--- config.mk ---
export PLATFORM = sky130hd
export DESIGN_NAME = tvb_queue
export DESIGN_NICKNAME = d
export VERILOG_FILES = /design/src/rtl/tvb_pkg.sv /design/src/rtl/tvb_queue.sv
export SDC_FILE = /design/constraint.sdc
export NUM_CORES = 1
export LEC_CHECK = 0
export BUFFER_PORTS_ARGS = -buffer_cell sky130_fd_sc_hd__buf_2
export CAP_MARGIN = 10
export CORE_UTILIZATION = 35
export DETAILED_ROUTE_END_ITERATION = 10
export PLACE_DENSITY = 0.5
export REMOVE_ABC_BUFFERS = 1
export SYNTH_ARGS = -nofsm -noshare
export SYNTH_HDL_FRONTEND = slang
export SYNTH_SLANG_ARGS = --single-unit
--- constraint.sdc ---
create_clock -name aclk -period 6.1 [get_ports aclk]
set_input_delay 1.22 -clock aclk [delete_from_list [all_inputs] [get_ports aclk]]
set_output_delay 1.22 -clock aclk [all_outputs]
set_load 0.1 [all_outputs]
--- src/rtl/tvb_pkg.sv ---
// Shared constants for the transform vector blend core.
package tvb_pkg;

    localparam int WEIGHT_BITS = 16;
    localparam logic [WEIGHT_BITS:0] WEIGHT_ONE = 17'h10000;
    localparam int WEIGHT_HALF = 32768;

    localparam logic KIND_LINEAR   = 1'b0;
    localparam logic KIND_ROTATION = 1'b1;

    localparam int NORM_TOP  = 29;
    localparam int NORM_BITS = 30;
    localparam int SQ_BITS   = 62;
    localparam int ROOT_BITS = 31;
    localparam logic [63:0] DEG_DIVISOR = 64'd1000000;

    localparam int QUEUE_DEPTH = 4;
    localparam int QUEUE_PTR_BITS = 2;

endpackage

--- src/rtl/tvb_queue.sv ---
// Short queue of blended words between the front and back pipelines.
module tvb_queue import tvb_pkg::*; #(
    parameter int CW = 32
) (
    input  logic                 aclk,
    input  logic                 aresetn,
    input  logic                 in_valid,
    output logic                 in_ready,
    input  logic                 in_kind,
    input  logic signed [CW+2:0] in_mix [4],
    output logic                 out_valid,
    input  logic                 out_ready,
    output logic                 out_kind,
    output logic signed [CW+2:0] out_mix [4]
);

    logic                 slot_kind_reg [QUEUE_DEPTH];
    logic signed [CW+2:0] slot_mix_reg [QUEUE_DEPTH][4];
    logic [QUEUE_PTR_BITS-1:0] wr_ptr_reg, rd_ptr_reg;
    logic [QUEUE_PTR_BITS:0]   count_reg, count_next;
    logic push, pop;

    assign in_ready  = count_reg != (QUEUE_PTR_BITS+1)'(QUEUE_DEPTH);
    assign out_valid = count_reg != '0;
    assign push = in_valid && in_ready;
    assign pop  = out_valid && out_ready;
    assign out_kind = slot_kind_reg[rd_ptr_reg];
    assign out_mix  = slot_mix_reg[rd_ptr_reg];

    always_comb begin
        count_next = count_reg;
        if (push && !pop) begin
            count_next = count_reg + 1'b1;
        end else if (pop && !push) begin
            count_next = count_reg - 1'b1;
        end
    end

    always_ff @(posedge aclk) begin
        if (!aresetn) begin
            wr_ptr_reg <= '0;
            rd_ptr_reg <= '0;
            count_reg  <= '0;
        end else begin
            count_reg <= count_next;
            if (push) begin
                wr_ptr_reg <= wr_ptr_reg + 1'b1;
            end
            if (pop) begin
                rd_ptr_reg <= rd_ptr_reg + 1'b1;
            end
        end
    end

    always_ff @(posedge aclk) begin
        if (push) begin
            slot_kind_reg[wr_ptr_reg] <= in_kind;
            slot_mix_reg[wr_ptr_reg]  <= in_mix;
        end
    end

endmodule

Word level (Yosys, flattened, before mapping). Memories as Yosys holds them, arrays and structs flattened. A register that Yosys moved wholly into a read port is not among the register bits. Cells that the tools add are included.

Output and inout bits: 143. Logic and storage cells: 26. Input bits: 145. Memories: 2. Bits in writable memories: 564. Register bits: 7.

Multiplexer cells: 8. Reduce and logical (&&, ||, !) cells: 8. Equal/unequal tests: 1. Add/subtract/negate cells: 4.

Memory list: slot_mix_reg (depth 4, width 140, read ports 1, clocked after memory_dff 1, write ports 1, line tvb_queue.sv:18) `logic signed [CW+2:0] slot_mix_reg [QUEUE_DEPTH][4];`; slot_kind_reg (depth 4, width 1, read ports 1, clocked after memory_dff 1, write ports 1, line tvb_queue.sv:17) `logic slot_kind_reg [QUEUE_DEPTH];`.

Operator list (number): $mux W2 (4); $mux W3 (2); $add A2 B1 Y2 const B (2); $logic_and A1 B1 Y1 (4); $add A3 B1 Y3 const B (1); $ne A3 B3 Y1 const B (1); $reduce_bool A3 Y1 (1); $sub A3 B1 Y3 const B (1); $logic_not A1 Y1 (2); $mux W1 (2); $reduce_bool A2 Y1 (1).

Longest topological paths before layout.
Depth after elaboration: 6. Gate-level depth with buffers: 8. Mapped depth without buffers: 8.

Least setup slack after synthesis. Ideal clock, no wire load.

Path kind: input port to flip-flop. From: input port in_valid. To: memory slot_kind_reg[0], enable pin. Arrival time: 4.773 ns. Path buffers: 0. Cell stages on the path: 2. Data required time: 5.583 ns. Setup slack: 0.809 ns. Path through: a21boi_2 > and2_1.

Cells in the longest elaborated chain, start to end: 3.

RTL lines: start: declaration (line tvb_queue.sv:7) `input logic in_valid,`; $logic_and A1 B1 Y1 (line tvb_queue.sv:25) `assign push = in_valid && in_ready;`; $mux W1 (line tvb_queue.sv:56) `if (push) begin`; $mux W1 (implied by the code) (line tvb_queue.sv:57) `slot_kind_reg[wr_ptr_reg] <= in_kind;`; end: declaration (line tvb_queue.sv:17).

No other way between the ends.

==> results.yml <==
routing:
  wl_per_cell_microns: 22.01
  drtAntennaViolNets: 0
  drc_errors: 0
  firstDrtPassIters: 4
  vias: 9354
  via_per_inst: 4.842
  dr.first_iter.drc_count: 439
  routed_wl_mm: 42.53
timing:
  drv_slew: 0
  final-hold-violation-count: 0
  rsz0062_at_grt: "false"
  finalCritPeriodShare: 0.6771
  max_freq_mhz: 242.1
  fin_crit_ps: 4130
  clock-skew-final_ps: 14.05
  timing.setup.tns_ps: 0
  setup_violations: 0
  relSlewSlack: 0.3748
  tightest_slew_ps: 937.8
floorplan:
  initial_core_util: 0.3571
  die_height_microns: 245.8
  rows: 88
  ioPinCount: 288
  core_area_sq_um: 58250
  die_x_microns: 245.8
  dieArea_sq_um: 60420
critical_path:
  critPathArrivalTime_ps: 2910
  worstPathRequired_ps: 4880
  end_kind: "primary output"
  worst_setup_path_start_kind: "flop"
  critPathKind: "flop to primary output"
  crit_fanout: 42
placement:
  portBuffers: 287
  place_area_sq_um: 23200
  place_congestion: 0.6882
  dp_hpwl_mm: 24.44
clock_tree:
  cts_buffers: 60
  cts_hold_buf: 0
  path_clk_slew_ps: 60
  clk_path_buf_depth: 3
  clk_latency_ps: 610
  cts_resized: 0
  post-cts-setup-buffers: 0
  root_buffer: "clkbuf_16"
  cts_tree: "done"
  htree_levels: 2
  clkSinkCount: 573
global_routing:
  grt_max_degree: 106
  grt_antenna_before_repair: 11
  grt_first_pass_wirelength_mm: 63.67
  overflow: 0
  grt_pass1_vias: 10218
  grt.total_usage: 0.1423
final_layout:
  drive_gt1_frac: 0.4584
  area_growth_pct: 20.59
  largest_register_ffs: 560
  final_area_sq_um: 25090
  nNetsFinal: 1268
synthesis:
  syn_area_sq_um: 20800
  yosysUniqueCellTypes: 23
  syn_avg_cell_area_sq_um: 26.50
  synth_warnings: 0
  yosysSeqAreaShare: 0.8228
  synth_seq_cells: 573
  netlist_instances: 785
hold_path:
  hold_class: "flop to flop"
run_status:
  status: "complete, no violations"
run:
  max_cap_violations: 0
synth_stat cells:
| library cell | instances | area (sq um) |
|---|---|---|
| a21boi_0 | 1 | 7.510 |
| a21boi_2 | 1 | 11.26 |
| and2_1 | 8 | 50.05 |
| buf_2 | 16 | 80.08 |
| buf_6 | 10 | 112.6 |
| clkbuf_1 | 6 | 22.52 |
| clkbuf_2 | 1 | 5.000 |
| dfxtp_1 | 9 | 180.2 |
| edfxtp_1 | 564 | 16940 |
| fa_1 | 1 | 20.02 |
| ha_1 | 5 | 62.56 |
| inv_1 | 3 | 11.26 |
| mux2i_1 | 3 | 30.03 |
| mux4_2 | 141 | 3176 |
| nand2_1 | 5 | 18.77 |
| nor2_1 | 1 | 3.750 |
| nor2b_1 | 1 | 6.260 |
| o21ai_0 | 1 | 5.000 |
| o311ai_0 | 1 | 8.760 |
| o31ai_1 | 1 | 7.510 |
| or3_1 | 2 | 12.51 |
| xnor2_1 | 3 | 26.28 |
| xor2_1 | 1 | 8.760 |
stage by stage:
stage | cells | util | setup WS, ps | hold WS [ps]
5_1_grt | 1931 | 0.4307 | 1707 | 544.7
2_1_floorplan | 752 | - | -2061 | 467.7
3_3_place_gp | 1820 | 0.3983 | 2487 | 489.0
4_1_cts | 1930 | 0.4306 | 1813 | 508.2
6_report | 1932 | 0.4307 | 1970 | 502.1
3_5_place_dp | 1820 | 0.3983 | 2493 | 500.2
per-layer routing:
layer	share of wire	routed length, microns	global-route usage
met3	0.071	3005	0.04605
met5	0.0024	103	0
met1	0.42	17800	0.1830
met4	0.021	911	0.04403
met2	0.49	20710	0.2289
placed cells by master (no fill, tap or decap), types with 2 or more instances in the layout:
| cell | Yosys | routed |
|---|---|---|
| clkinvlp_4 | 0 | 4 |
| buf_2 | 16 | 287 |
| xnor2_1 | 3 | 3 |
| dfxtp_4 | 0 | 2 |
| bufinv_16 | 0 | 5 |
| mux2i_1 | 3 | 3 |
| inv_1 | 3 | 3 |
| diode_2 | 0 | 2 |
| clkinv_2 | 0 | 11 |
| nand2_1 | 5 | 5 |
| dfxtp_1 | 9 | 7 |
| and2_1 | 8 | 4 |
| inv_6 | 0 | 2 |
| mux4_2 | 141 | 141 |
| ha_1 | 5 | 5 |
| or3_1 | 2 | 2 |
| and2_4 | 0 | 4 |
| buf_4 | 0 | 9 |
| clkbuf_16 | 0 | 61 |
| clkinv_1 | 0 | 14 |
| buf_12 | 0 | 7 |
| clkbuf_1 | 6 | 13 |
| edfxtp_1 | 564 | 564 |
critical path, stage by stage (launching register included):
cell and delay (ps):
dfxtp_4 970, buf_12 410, mux4_2 570, buf_2 310
worst paths after layout:
path | slack [ps] | depth (start not counted) | endpoint | startpoint
max | 1970 | 3 | out_mix[16] | flop
min | 500 | 2 | wr_ptr_reg[1] | wr_ptr_reg[1]
max reg2reg | 3440 | 4 | slot_mix_reg[3][116] | count_reg[0]
min reg2reg | 500 | 2 | wr_ptr_reg[1] | wr_ptr_reg[1]
cells by family after synthesis:
| family | count (synthesis) | share of synthesized area |
|---|---|---|
| multiplexers | 144 | 0.1541 |
| AND/OR/NAND/NOR | 17 | 0.004391 |
| buffers and inverters | 36 | 0.01113 |
| XOR/XNOR | 4 | 0.001684 |
| adder cells (fa/ha/maj) | 6 | 0.003970 |
| flip-flops | 573 | 0.8228 |
| AO/OA/AOI/OAI | 5 | 0.001925 |
area by class of cell:
cell class	instances	area, sq um
Fill cell	5044	33160
Sequential cell	573	17120
Multi-Input combinational cell	176	3465
Timing Repair Buffer	303	1644
Clock buffer	74	1575
Tap cell	765	957.2
Clock inverter	36	305.3
Inverter	3	11.26
Antenna cell	2	5.005
Power is not shown: default switching activity piles up to over one toggle a cycle in this logic, so the estimate is an artifact.
